`config.mk`:
```
export PLATFORM = sky130hd
export DESIGN_NAME = gesture_stroke_quantizer
export DESIGN_NICKNAME = d
export VERILOG_FILES = /design/src/rtl/gsq_pkg.sv /design/src/rtl/gesture_stroke_quantizer.sv /design/src/rtl/gsq_out_fifo.sv
export SDC_FILE = /design/constraint.sdc
export NUM_CORES = 2
export LEC_CHECK = 0
export ABC_AREA = 1
export BUFFER_PORTS_ARGS = -buffer_cell sky130_fd_sc_hd__buf_2
export CORE_UTILIZATION = 65
export DETAILED_ROUTE_END_ITERATION = 7
export PLACE_DENSITY_LB_ADDON = 0.1
export SYNTH_ARGS = -nofsm -noshare
export SYNTH_HDL_FRONTEND = slang
export SYNTH_SLANG_ARGS = --single-unit
```
`constraint.sdc`:
```
create_clock -name clk -period 21.7 [get_ports clk]
set_input_delay 4.34 -clock clk [delete_from_list [all_inputs] [get_ports clk]]
set_output_delay 4.34 -clock clk [all_outputs]
set_load 0.02 [all_outputs]
```
`src/rtl/gsq_pkg.sv`:
```
// Package for the gesture stroke quantizer: result record, push record,
// direction and kind codes, request codes and register constants.
// No dependencies; every other file in rtl/ imports it.
package gsq_pkg;

	// Request codes carried by req_type.
	localparam logic [1:0] REQ_PRESS   = 2'd0;
	localparam logic [1:0] REQ_MOTION  = 2'd1;
	localparam logic [1:0] REQ_RELEASE = 2'd2;

	// Result kinds.
	localparam logic [1:0] KIND_FINE    = 2'd0;
	localparam logic [1:0] KIND_ROUGH   = 2'd1;
	localparam logic [1:0] KIND_SUMMARY = 2'd2;

	// Direction codes.
	localparam logic [3:0] DIR_NONE      = 4'd0;
	localparam logic [3:0] DIR_LEFT      = 4'd1;
	localparam logic [3:0] DIR_RIGHT     = 4'd2;
	localparam logic [3:0] DIR_UP        = 4'd3;
	localparam logic [3:0] DIR_DOWN      = 4'd4;
	localparam logic [3:0] DIR_DOWNLEFT  = 4'd5;
	localparam logic [3:0] DIR_DOWNRIGHT = 4'd6;
	localparam logic [3:0] DIR_UPLEFT    = 4'd7;
	localparam logic [3:0] DIR_UPRIGHT   = 4'd8;

	// Register map: index taken from paddr[2].
	localparam logic REG_THRESHOLD = 1'b0;
	localparam logic REG_SUPPRESS  = 1'b1;

	localparam int unsigned THR_BITS = 12;
	localparam logic [THR_BITS-1:0] THRESHOLD_RESET = 12'd30;
	localparam logic [2*THR_BITS-1:0] THRESHOLD_SQ_RESET =
		(2*THR_BITS)'(THRESHOLD_RESET) * (2*THR_BITS)'(THRESHOLD_RESET);

	// One result item as it leaves the block.
	typedef struct packed {
		logic [1:0] kind;
		logic [3:0] dir;
		logic [5:0] idx;
		logic [5:0] fine_total;
		logic [5:0] rough_total;
		logic       click;
		logic       last;
	} gsq_result_t;

	// Up to two results pushed into the result queue in one cycle.
	typedef struct packed {
		logic [1:0]  cnt;
		gsq_result_t first;
		gsq_result_t second;
	} gsq_push_t;

endpackage

```
`src/rtl/gesture_stroke_quantizer.sv`:
```
// Gesture stroke quantizer top level: input register, stroke trackers and
// APB-style register port. Depends on gsq_pkg and gsq_out_fifo.
//
// The block accepts one pointer event per cycle while in_ready is high. An
// accepted event sits in an input register while both trackers evaluate
// it against the reference points, and its results are registered into a
// four-entry result queue when the register empties. A motion event can
// give two results (fine stroke first) and a release gives one summary;
// the output port delivers one result per cycle while out_ready is high,
// so the sustained rate is one event per cycle as long as the events
// average at most one result each. An event is held in the input register
// while the queue has fewer than two free places. The squared-distance test
// uses two (COORD_BITS+1)-bit squarers, the widest logic between registers.
module gesture_stroke_quantizer
	import gsq_pkg::*;
#(
	parameter int unsigned MAX_STROKES = 63,
	parameter int unsigned COORD_BITS  = 16
) (
	input  logic                  clk,
	input  logic                  arst_n,
	// Event channel.
	input  logic                  in_valid,
	output logic                  in_ready,
	input  logic [1:0]            req_type,
	input  logic [COORD_BITS-1:0] pos_x,
	input  logic [COORD_BITS-1:0] pos_y,
	// Result channel.
	output logic                  out_valid,
	input  logic                  out_ready,
	output logic [1:0]            result_kind,
	output logic [3:0]            direction,
	output logic [5:0]            stroke_index,
	output logic [5:0]            fine_total,
	output logic [5:0]            rough_total,
	output logic                  click_request,
	output logic                  last_of_run,
	// Register port.
	input  logic                  psel,
	input  logic                  penable,
	input  logic                  pwrite,
	input  logic [2:0]            paddr,
	input  logic [31:0]           pwdata,
	output logic [31:0]           prdata,
	output logic                  pready
);

	localparam int unsigned CB  = COORD_BITS;
	localparam int unsigned CW  = $clog2(MAX_STROKES + 1);
	localparam int unsigned MW  = (CB + 1 > THR_BITS) ? CB + 1 : THR_BITS;
	localparam int unsigned SW  = (2*CB + 3 > 2*THR_BITS) ? 2*CB + 3 : 2*THR_BITS;
	localparam logic [CW-1:0] MAX_CNT = CW'(MAX_STROKES);

	// Registers and stroke state.
	logic [THR_BITS-1:0]   thr_q;
	logic [2*THR_BITS-1:0] thr_sq_q;
	logic                  suppress_q;
	logic                  armed_q;
	logic [CB-1:0]         fine_ref_x_q, fine_ref_y_q, rough_ref_x_q, rough_ref_y_q;
	logic [CW-1:0]         fine_cnt_q, rough_cnt_q;
	logic [3:0]            fine_last_q, rough_last_q;

	// Input register.
	logic                  valid_s1;
	logic [1:0]            req_s1;
	logic [CB-1:0]         x_s1, y_s1;

	logic                  room;
	logic                  take_s1;
	logic                  cfg_write;
	gsq_push_t             push;
	gsq_result_t           head;

	// Tracker signals.
	logic signed [CB:0]    f_dx, f_dy, r_dx, r_dy;
	logic [CB:0]           f_ax, f_ay, r_ax, r_ay;
	logic [2*CB+1:0]       r_sx, r_sy;
	logic [2*CB+2:0]       r_sum;
	logic                  fine_hit, rough_hit;
	logic [3:0]            f_dir, r_dir;
	logic                  f_app, r_app;
	logic [CW-1:0]         fine_cnt_nx, rough_cnt_nx;
	gsq_result_t           res_fine, res_rough, res_sum;

	function automatic logic [CB:0] mag_of(input logic signed [CB:0] d);
		return d[CB] ? (CB+1)'(-d) : (CB+1)'(d);
	endfunction

	// Eight-way direction: diagonal unless one axis exceeds three times the other.
	function automatic logic [3:0] fine_dir_of(input logic signed [CB:0] dx,
		input logic signed [CB:0] dy, input logic [CB:0] ax, input logic [CB:0] ay);
		logic [CB+2:0] ax3;
		logic [CB+2:0] ay3;
		logic          straight;
		logic [3:0]    d;
		ax3 = (CB+3)'(ax) + (CB+3)'({ax, 1'b0});
		ay3 = (CB+3)'(ay) + (CB+3)'({ay, 1'b0});
		straight = ((CB+3)'(ax) > ay3) || ((CB+3)'(ay) > ax3);
		if (dx == '0 && dy == '0) begin
			d = DIR_NONE;
		end else if (straight) begin
			if (ax > ay) begin
				d = dx[CB] ? DIR_LEFT : DIR_RIGHT;
			end else begin
				d = dy[CB] ? DIR_UP : DIR_DOWN;
			end
		end else if (dy[CB]) begin
			d = dx[CB] ? DIR_UPLEFT : DIR_UPRIGHT;
		end else begin
			d = dx[CB] ? DIR_DOWNLEFT : DIR_DOWNRIGHT;
		end
		return d;
	endfunction

	// Four-way direction: the larger axis wins, ties go horizontal.
	function automatic logic [3:0] rough_dir_of(input logic signed [CB:0] dx,
		input logic signed [CB:0] dy, input logic [CB:0] ax, input logic [CB:0] ay);
		logic [3:0] d;
		if (ay > ax) begin
			d = dy[CB] ? DIR_UP : DIR_DOWN;
		end else if (!dx[CB] && dx != '0) begin
			d = DIR_RIGHT;
		end else begin
			d = DIR_LEFT;
		end
		return d;
	endfunction

	// Input handshake: the register empties whenever the queue has room.
	assign take_s1  = valid_s1 && room;
	assign in_ready = !valid_s1 || room;

	always_ff @(posedge clk or negedge arst_n) begin
		if (!arst_n) begin
			valid_s1 <= 1'b0;
		end else if (in_ready) begin
			valid_s1 <= in_valid;
		end
	end

	always_ff @(posedge clk) begin
		if (in_ready && in_valid) begin
			req_s1 <= req_type;
			x_s1   <= pos_x;
			y_s1   <= pos_y;
		end
	end

	// Fine tracker: per-axis threshold test and eight-way quantisation.
	assign f_dx = $signed({x_s1[CB-1], x_s1}) - $signed({fine_ref_x_q[CB-1], fine_ref_x_q});
	assign f_dy = $signed({y_s1[CB-1], y_s1}) - $signed({fine_ref_y_q[CB-1], fine_ref_y_q});
	assign f_ax = mag_of(f_dx);
	assign f_ay = mag_of(f_dy);
	assign fine_hit = (MW'(f_ax) > MW'(thr_q)) || (MW'(f_ay) > MW'(thr_q));
	assign f_dir = fine_dir_of(f_dx, f_dy, f_ax, f_ay);

	// Rough tracker: squared distance against the squared threshold.
	assign r_dx  = $signed({x_s1[CB-1], x_s1}) - $signed({rough_ref_x_q[CB-1], rough_ref_x_q});
	assign r_dy  = $signed({y_s1[CB-1], y_s1}) - $signed({rough_ref_y_q[CB-1], rough_ref_y_q});
	assign r_ax  = mag_of(r_dx);
	assign r_ay  = mag_of(r_dy);
	assign r_sx  = (2*CB+2)'(r_ax) * (2*CB+2)'(r_ax);
	assign r_sy  = (2*CB+2)'(r_ay) * (2*CB+2)'(r_ay);
	assign r_sum = (2*CB+3)'(r_sx) + (2*CB+3)'(r_sy);
	assign rough_hit = SW'(r_sum) > SW'(thr_sq_q);
	assign r_dir = rough_dir_of(r_dx, r_dy, r_ax, r_ay);

	// Append decisions: repeated directions and full sequences are dropped.
	always_comb begin
		f_app = armed_q && (req_s1 == REQ_MOTION) && fine_hit
			&& !(fine_cnt_q != '0 && fine_last_q == f_dir) && (fine_cnt_q < MAX_CNT);
		r_app = armed_q && (req_s1 == REQ_MOTION) && rough_hit
			&& !(rough_cnt_q != '0 && rough_last_q == r_dir) && (rough_cnt_q < MAX_CNT);
		fine_cnt_nx  = fine_cnt_q + CW'(f_app);
		rough_cnt_nx = rough_cnt_q + CW'(r_app);
	end

	// Result records.
	always_comb begin
		res_fine = '{kind: KIND_FINE, dir: f_dir, idx: 6'(fine_cnt_q),
			fine_total: 6'(fine_cnt_nx), rough_total: 6'(rough_cnt_q),
			click: 1'b0, last: !r_app};
		res_rough = '{kind: KIND_ROUGH, dir: r_dir, idx: 6'(rough_cnt_q),
			fine_total: 6'(fine_cnt_nx), rough_total: 6'(rough_cnt_nx),
			click: 1'b0, last: 1'b1};
		res_sum = '{kind: KIND_SUMMARY, dir: DIR_NONE, idx: 6'd0,
			fine_total: 6'(fine_cnt_q), rough_total: 6'(rough_cnt_q),
			click: (fine_cnt_q == '0) && (rough_cnt_q == '0) && !suppress_q,
			last: 1'b1};
	end

	// Queue push, packed so that the first present result comes first.
	always_comb begin
		push.cnt    = 2'd0;
		push.first  = res_sum;
		push.second = res_rough;
		if (take_s1) begin
			unique case (req_s1)
				REQ_MOTION: begin
					push.cnt   = 2'(f_app) + 2'(r_app);
					push.first = f_app ? res_fine : res_rough;
				end
				REQ_RELEASE: begin
					push.cnt = 2'd1;
				end
				default: begin
					push.cnt = 2'd0;
				end
			endcase
		end
	end

	// Stroke state update when the held event is consumed.
	always_ff @(posedge clk or negedge arst_n) begin
		if (!arst_n) begin
			armed_q       <= 1'b0;
			fine_ref_x_q  <= '0;
			fine_ref_y_q  <= '0;
			rough_ref_x_q <= '0;
			rough_ref_y_q <= '0;
			fine_cnt_q    <= '0;
			rough_cnt_q   <= '0;
			fine_last_q   <= DIR_NONE;
			rough_last_q  <= DIR_NONE;
		end else if (take_s1) begin
			unique case (req_s1)
				REQ_PRESS: begin
					armed_q       <= 1'b1;
					fine_ref_x_q  <= x_s1;
					fine_ref_y_q  <= y_s1;
					rough_ref_x_q <= x_s1;
					rough_ref_y_q <= y_s1;
					fine_cnt_q    <= '0;
					rough_cnt_q   <= '0;
					fine_last_q   <= DIR_NONE;
					rough_last_q  <= DIR_NONE;
				end
				REQ_MOTION: begin
					if (armed_q && fine_hit) begin
						fine_ref_x_q <= x_s1;
						fine_ref_y_q <= y_s1;
					end
					if (armed_q && rough_hit) begin
						rough_ref_x_q <= x_s1;
						rough_ref_y_q <= y_s1;
					end
					if (f_app) begin
						fine_last_q <= f_dir;
					end
					if (r_app) begin
						rough_last_q <= r_dir;
					end
					fine_cnt_q  <= fine_cnt_nx;
					rough_cnt_q <= rough_cnt_nx;
				end
				REQ_RELEASE: begin
					armed_q <= 1'b0;
				end
				default: begin
					armed_q <= armed_q;
				end
			endcase
		end
	end

	// Register port: write in the access phase, read data decoded from paddr.
	assign pready    = 1'b1;
	assign cfg_write = psel && penable && pwrite;

	always_ff @(posedge clk or negedge arst_n) begin
		if (!arst_n) begin
			thr_q      <= THRESHOLD_RESET;
			thr_sq_q   <= THRESHOLD_SQ_RESET;
			suppress_q <= 1'b0;
		end else if (cfg_write) begin
			unique case (paddr[2])
				REG_THRESHOLD: begin
					thr_q    <= pwdata[THR_BITS-1:0];
					thr_sq_q <= (2*THR_BITS)'(pwdata[THR_BITS-1:0])
						* (2*THR_BITS)'(pwdata[THR_BITS-1:0]);
				end
				default: begin
					suppress_q <= pwdata[0];
				end
			endcase
		end
	end

	always_comb begin
		unique case (paddr[2])
			REG_THRESHOLD: prdata = 32'(thr_q);
			default:       prdata = 32'(suppress_q);
		endcase
	end

	// Result queue and output fields.
	gsq_out_fifo u_out_fifo (
		.clk       (clk),
		.arst_n    (arst_n),
		.push      (push),
		.room      (room),
		.out_valid (out_valid),
		.out_ready (out_ready),
		.head      (head)
	);

	assign result_kind   = head.kind;
	assign direction     = head.dir;
	assign stroke_index  = head.idx;
	assign fine_total    = head.fine_total;
	assign rough_total   = head.rough_total;
	assign click_request = head.click;
	assign last_of_run   = head.last;

	// A consumed release always leaves the result queue non-empty.
	a_release_gives_result: assert property (@(posedge clk) disable iff (!arst_n)
		take_s1 && req_s1 == REQ_RELEASE |=> out_valid)
		else $error("release transfer left no result queued");

	// Stroke counts never pass the sequence limit.
	a_count_limit: assert property (@(posedge clk) disable iff (!arst_n)
		fine_cnt_q <= MAX_CNT && rough_cnt_q <= MAX_CNT)
		else $error("stroke count beyond limit");

	// A press arms the trackers with empty sequences.
	a_press_clears: assert property (@(posedge clk) disable iff (!arst_n)
		take_s1 && req_s1 == REQ_PRESS
		|=> armed_q && fine_cnt_q == '0 && rough_cnt_q == '0)
		else $error("press did not clear the stroke sequences");

endmodule

```
`src/rtl/gsq_out_fifo.sv`:
```
// Four-entry result queue of the gesture stroke quantizer: takes up to two
// results a cycle and delivers one a cycle, while out_ready is high, on a valid/ready port.
// Depends on gsq_pkg.
module gsq_out_fifo
	import gsq_pkg::*;
(
	input  logic        clk,
	input  logic        arst_n,
	input  gsq_push_t   push,
	output logic        room,
	output logic        out_valid,
	input  logic        out_ready,
	output gsq_result_t head
);

	logic [1:0]  wr_ptr_q;
	logic [1:0]  rd_ptr_q;
	logic [2:0]  cnt_q;
	gsq_result_t mem_q [4];
	logic        pop;

	// Space for a full pair of results is required before the producer may push.
	assign room      = (cnt_q <= 3'd2);
	assign out_valid = (cnt_q != 3'd0);
	assign pop       = out_valid && out_ready;
	assign head      = mem_q[rd_ptr_q];

	// Storage: the first result at the write pointer, the second just after it.
	always_ff @(posedge clk) begin
		if (push.cnt != 2'd0) begin
			mem_q[wr_ptr_q] <= push.first;
		end
		if (push.cnt == 2'd2) begin
			mem_q[wr_ptr_q + 2'd1] <= push.second;
		end
	end

	// Pointers and fill level.
	always_ff @(posedge clk or negedge arst_n) begin
		if (!arst_n) begin
			wr_ptr_q <= '0;
			rd_ptr_q <= '0;
			cnt_q    <= '0;
		end else begin
			wr_ptr_q <= wr_ptr_q + push.cnt;
			if (pop) begin
				rd_ptr_q <= rd_ptr_q + 2'd1;
			end
			cnt_q <= cnt_q + 3'(push.cnt) - 3'(pop);
		end
	end

endmodule
```
=== Word-level counts from Yosys, hierarchy flattened ===
Memory sizes are Yosys's and may differ from the RTL's.
Index checks and enable logic that the tools add are counted.

* Register bits: 164
* Memory bits (writable): 104
* Input bits: 76
* Output and inout bits: 61
* Logic and storage cells: 150
* Memories kept: 1

{| class="wikitable"
|+ Memory list
! memory !! depth !! bits a word !! read ports !! clocked after Yosys merged registers in !! wr ports !! RTL line !! RTL
|-
| u_out_fifo.mem_q || 4 || 26 || 1 || 0 || 2 || gsq_out_fifo.sv:19 || <nowiki>gsq_result_t mem_q [4];</nowiki>
|}

* Add/subtract/negate cells: 19
* Multipliers: 3
* $lt $le $gt $ge: 10
* Equal/unequal tests: 9
* Mux-type cells: 39
* Bitwise gates (word level): 1
* Reduce and logical (&&, ||, !) cells: 49

{| class="wikitable"
|+ Operator list
! kind !! number
|-
| 16-bit case mux with 2 select lines || 4
|-
| 17-bit by 17-bit multiplier with 34-bit output || 2
|-
| 17-bit 2-to-1 mux || 4
|-
| 17-bit negator || 4
|-
| 16-bit by 16-bit subtractor with 17-bit output || 4
|-
| 16-bit 2-to-1 mux || 4
|-
| 17-bit by 18-bit adder with 19-bit output || 2
|-
| 17-bit by 19-bit > comparator with 1-bit output || 2
|-
| 34-bit by 34-bit adder with 35-bit output || 1
|-
| 35-bit by 24-bit > comparator with 1-bit output || 1
|-
| 17-bit by 12-bit > comparator with 1-bit output || 2
|-
| 17-bit > comparator || 2
|-
| 17-bit zero test || 2
|-
| 28-bit 2-to-1 mux || 1
|-
| 26-bit 2-to-1 mux || 1
|-
| 25-bit 2-to-1 mux || 1
|-
| 12-bit by 12-bit multiplier with 24-bit output || 1
|-
| 4-bit 2-to-1 mux || 6
|-
| 6-bit case mux with 2 select lines || 2
|-
| 1-bit logical AND || 20
|-
| 17-bit nonzero test || 1
|-
| 4-bit case mux with 2 select lines || 2
|-
| 6-bit by 1-bit adder with 6-bit output || 2
|-
| 6-bit zero test || 2
|-
| other kinds (27) || 57
|}

=== Depth between registers and ports, before layout ===
* Depth in word-level cells: 20
* Gate-level depth with buffers: 74
* Depth with buffers taken out: 74

=== Modules after synthesis ===
From an unflattened synthesis, not the netlist that was laid out.

* Cells, all modules: 5668
* Area total of the unflattened synthesis: 43798.3 um^2

{| class="wikitable"
|+ By module, submodules not included
! module !! instances !! cells each !! area each (um^2) !! seq. area each (um^2)
|-
| gesture_stroke_quantizer || 1 || 4932 || 37706.2 || 4033.9
|-
| gsq_out_fifo || 1 || 736 || 6092.1 || 3298.2
|}

=== Worst setup path after synthesis ===
Ideal clock, no wire load.

* Path kind: register -> register
* Start point: reg rough_ref_y_q[0]
* End point: mem u_out_fifo.mem_q[2][1] in the netlist's numbering
* Setup time: 0.117 ns
* Data arrival time: 12.643 ns
* Required time: 21.583 ns
* Path slack: 8.940 ns
* Cell stages (with the launch flop): 60
* Buffers on the path: 2
* Clock period less this slack: 12.760 ns
* Cells stage by stage: dfrtp_1 > ha_1 > fa_1 > o21ai_1 > nand4_1 > nand2_1 > nand3_1 > nand3_1 > and2_1 > clkbuf_1 > buf_2 > nand2_1 > xor2_1 > clkinv_1 > nor2_1 > inv_1 > fa_1 > fa_1 > [24 not listed] > nand3_1 > nor2_1 > nand3_1 > nand4_1 > inv_1 > ha_1 > nand2_1 > inv_1 > o21ai_0 > nor2_1 > nor2_1 > nor3_2 > inv_2 > nor2_1 > nand2_1 > nand2_1 > inv_1 > a22o_1

{| class="wikitable"
|+ RTL lines
! element !! RTL line !! RTL
|-
| start, declared || gesture_stroke_quantizer.sv:59 || <nowiki>logic [CB-1:0] fine_ref_x_q, fine_ref_y_q, rough_ref_x_q, rough_ref_y_q;</nowiki>
|-
| start signal, assigned || gesture_stroke_quantizer.sv:232 || <nowiki>rough_ref_y_q <= y_s1;</nowiki>
|-
| start signal, assigned || gesture_stroke_quantizer.sv:245 || <nowiki>rough_ref_y_q <= y_s1;</nowiki>
|-
| end, declared || gsq_out_fifo.sv:19 ||
|}

==> impl_metrics.toml <==
[cts]
worstSkewPairLatency_ns = 0.58
cts.sinks = 265
clkSlewWorstSetupHoldPaths_ns = 0.06
ctsRootBufferMaster = "clkbuf_16"
cts_buffer_depth = 3
cts_tree = "yes"
cts_hold_buf = 0
cts_setup_buffers = 0
h-tree-depth = 1
cts_resized = 0
cts_buffers = 28

[cells_and_area]
drive_above_1_share_pct = 4.97
area_growth_pct = 5.58
stdcell_count = 6263
fillCellCount = 5361
antenna_cells = 0
layout.nets = 6498
utilization_pct = 69.9

[yosys]
synth.top_cells.by_area = "fa_1 (25%), ha_1 (15%), inv_1 (11%)"
synth-edff-count = 118
synthCells = 5320
synth_flop_cell = "dfrtp_1"
yosysUniqueCellTypes = 65
yosysTopAreaCell = "fa_1"
synth-seq-cells = 265
synth-compound-area-share_pct = 7.80
synth.area.mux_share_pct = 0.0268
ys.warnings.count = 0
syn_avg_cell_area_sq_um = 7.90
synth_top_family_by_area = "adder cells"
netlist_area_sq_mm = 0.0420
synthAdderAreaFrac_pct = 40.1
seq_area_frac_synth_pct = 17.0
synth_top_cell_area_share_pct = 25.3
async_flop_share_pct = 47.9
synthXorXnorAreaFrac_pct = 3.56
synth-simple-area-share_pct = 18.9

[floorplanning]
die_area_sq_mm = 0.0656
io_pins = 137
initial_utilization_pct = 66.2
die_y_um = 256
placeableCoreArea_sq_mm = 0.0634
rows = 92
die_w_um = 256

[placement]
hpwl_mm = 83.3
dp_cells = 6211
io_buffers = 93
gp_congestion = 0.960

[worst_setup_path]
cp.required_ns = 22.17
cpPeakStageDelay_ns = 0.83
path_class = "reg2reg"
critical_path.max_fanout = 24
worst-path-buf-inv = 13
slowest_stage = "nor2_2"
crit_arrival_ns = 16.37
cp_common_cell = "inv_1"
start_kind = "flip-flop"
critPathTopFamily = "adder cells"
critPathCaptureType = "flip-flop"

[route]
ant_nets = 0
drc_errors = 0
drtIter0Drc = 2438
wirelength_mm = 103
wire_per_inst_um = 16.5
first_pass_iters = 6
routed-via-count = 34334
via_per_inst = 5.48

[timing]
setup_viol = 0
worstMarginPinSlew_ns = 1.20
timing.final.hold_violations = 0
tns_ns = 0
finalClockSkew_ns = 0.0310
timing.fmax_mhz = 62.9
min_period_ns = 15.89
slew_violations = 0
fin_crit_sh_pct = 73.2
relSlewSlack_pct = 19.6
rsz0062_at_grt = "false"

[min_path]
min_path_type = "reg2reg"

[global_route]
grt_max_degree = 82
grt_overflow = 0
grt_pass1_vias = 34528
grt_pass1_wl_mm = 173
grt_use_total_pct = 32.6
antenna_found_initial = 0

[run_status]
status = "complete, no violations"

[flow_run]
cap_viol_max_count = 0
-- per-stage QoR --
stage | hold WS (ns) | cell area (sq um) | setup slack (ns)
after global placement | 0.438 | 43400 | 6.18
after CTS | 0.460 | 44300 | 6.02
after floorplan | 0.423 | 42200 | 8.94
final | 0.459 | 44300 | 5.81
after global routing | 0.488 | 44300 | 4.80
after detailed placement | 0.443 | 43400 | 6.04
-- synth_stat cells, drive strengths merged (4+ instances only) --
cell type / number
nand3b: 18
nor3: 43
a22o: 4
o21ai: 261
buf: 46
and2: 7
dfxtp: 20
o22ai: 61
xor2: 118
xnor2: 52
o31ai: 6
a211oi: 7
a21oi: 197
a21boi: 5
a21o: 12
clkinv: 16
nand4: 81
edfxtp: 118
fa: 531
nor4: 17
a31oi: 13
nor2: 461
nand2: 1049
inv: 1235
ha: 496
clkbuf: 87
o211ai: 7
dfrtp: 119
dfstp: 8
or2: 15
nand3: 178
o21bai: 13
-- per-layer routing --
layer	wire, um	global-route usage [%]	part of all wire (%)
met1	43600	43.2	42
met2	49400	55.1	48
met3	5960	3.14	5.8
met4	4500	13.1	4.3
met5	0	0	0
-- cell type report --
| cell class | count | area, sq um | area share, % |
|---|---|---|---|
| repair buffers | 135 | 787 | 1.77 |
| clock inverters | 8 | 71.3 | 0.161 |
| clock buffers | 44 | 857 | 1.93 |
| multi-input cells | 3714 | 29700 | 67.1 |
| well taps | 846 | 1060 | 2.39 |
| inverters | 1251 | 4700 | 10.6 |
| flip-flops and latches | 265 | 7130 | 16.1 |
-- sequential cells by signal, indices dropped and copies added (netlist names) --
signal and count:
u_out_fifo.rd_ptr_q 2, armed_q 1, rough_ref_x_q 16, y_s1 16, u_out_fifo.cnt_q 3, valid_s1 1, fine_ref_x_q 16, fine_ref_y_q 16
rough_ref_y_q 16, req_s1 2, x_s1 16, rough_cnt_q 6, u_out_fifo.mem_q 104, fine_last_q 4, fine_cnt_q 6, thr_q 12
thr_sq_q 22, rough_last_q 3, u_out_fifo.wr_ptr_q 2, suppress_q 1
-- tightest hold or removal path, cell delays in order (launching register included) --
cell and delay, ns:
dfxtp_1 0.33, nand2_1 0.05, o21ai_0 0.05
-- cell families after synthesis --
family	Yosys count
muxes	1
AOI/OAI and AO/OA	598
DFF	265
buffers and inverters	1384
other	2
xor gates and xnor gates	170
adders and majority gates	1027
and+or+nand+nor	1873
-- final timing paths --
path | cells after the start | slack (ns) | to | from
max | 59 | 5.81 | u_out_fifo.mem_q[0][1] | x_s1[0]
min | 2 | 0.46 | u_out_fifo.mem_q[2][25] | u_out_fifo.mem_q[2][25]
max reg2reg | 59 | 5.81 | u_out_fifo.mem_q[0][1] | x_s1[0]
min reg2reg | 2 | 0.46 | u_out_fifo.mem_q[2][25] | u_out_fifo.mem_q[2][25]
max in group asynchronous | 2 | 16.67 | fine_ref_x_q[0] | arst_n
min in group asynchronous | 1 | 3.83 | thr_q[5] | arst_n
-- layout by cell type, fill, tap and decap left out, drive strengths merged, types with 119 or more instances in the layout --
cell type and instances:
dfrtp 119, nand2 1049, ha 496, nand3 178, a21oi 197, inv 1236
nor2 461, fa 531, o21ai 261, buf 135
Power is not shown: default switching activity piles up to over one toggle a cycle in this logic, so the estimate is an artifact.
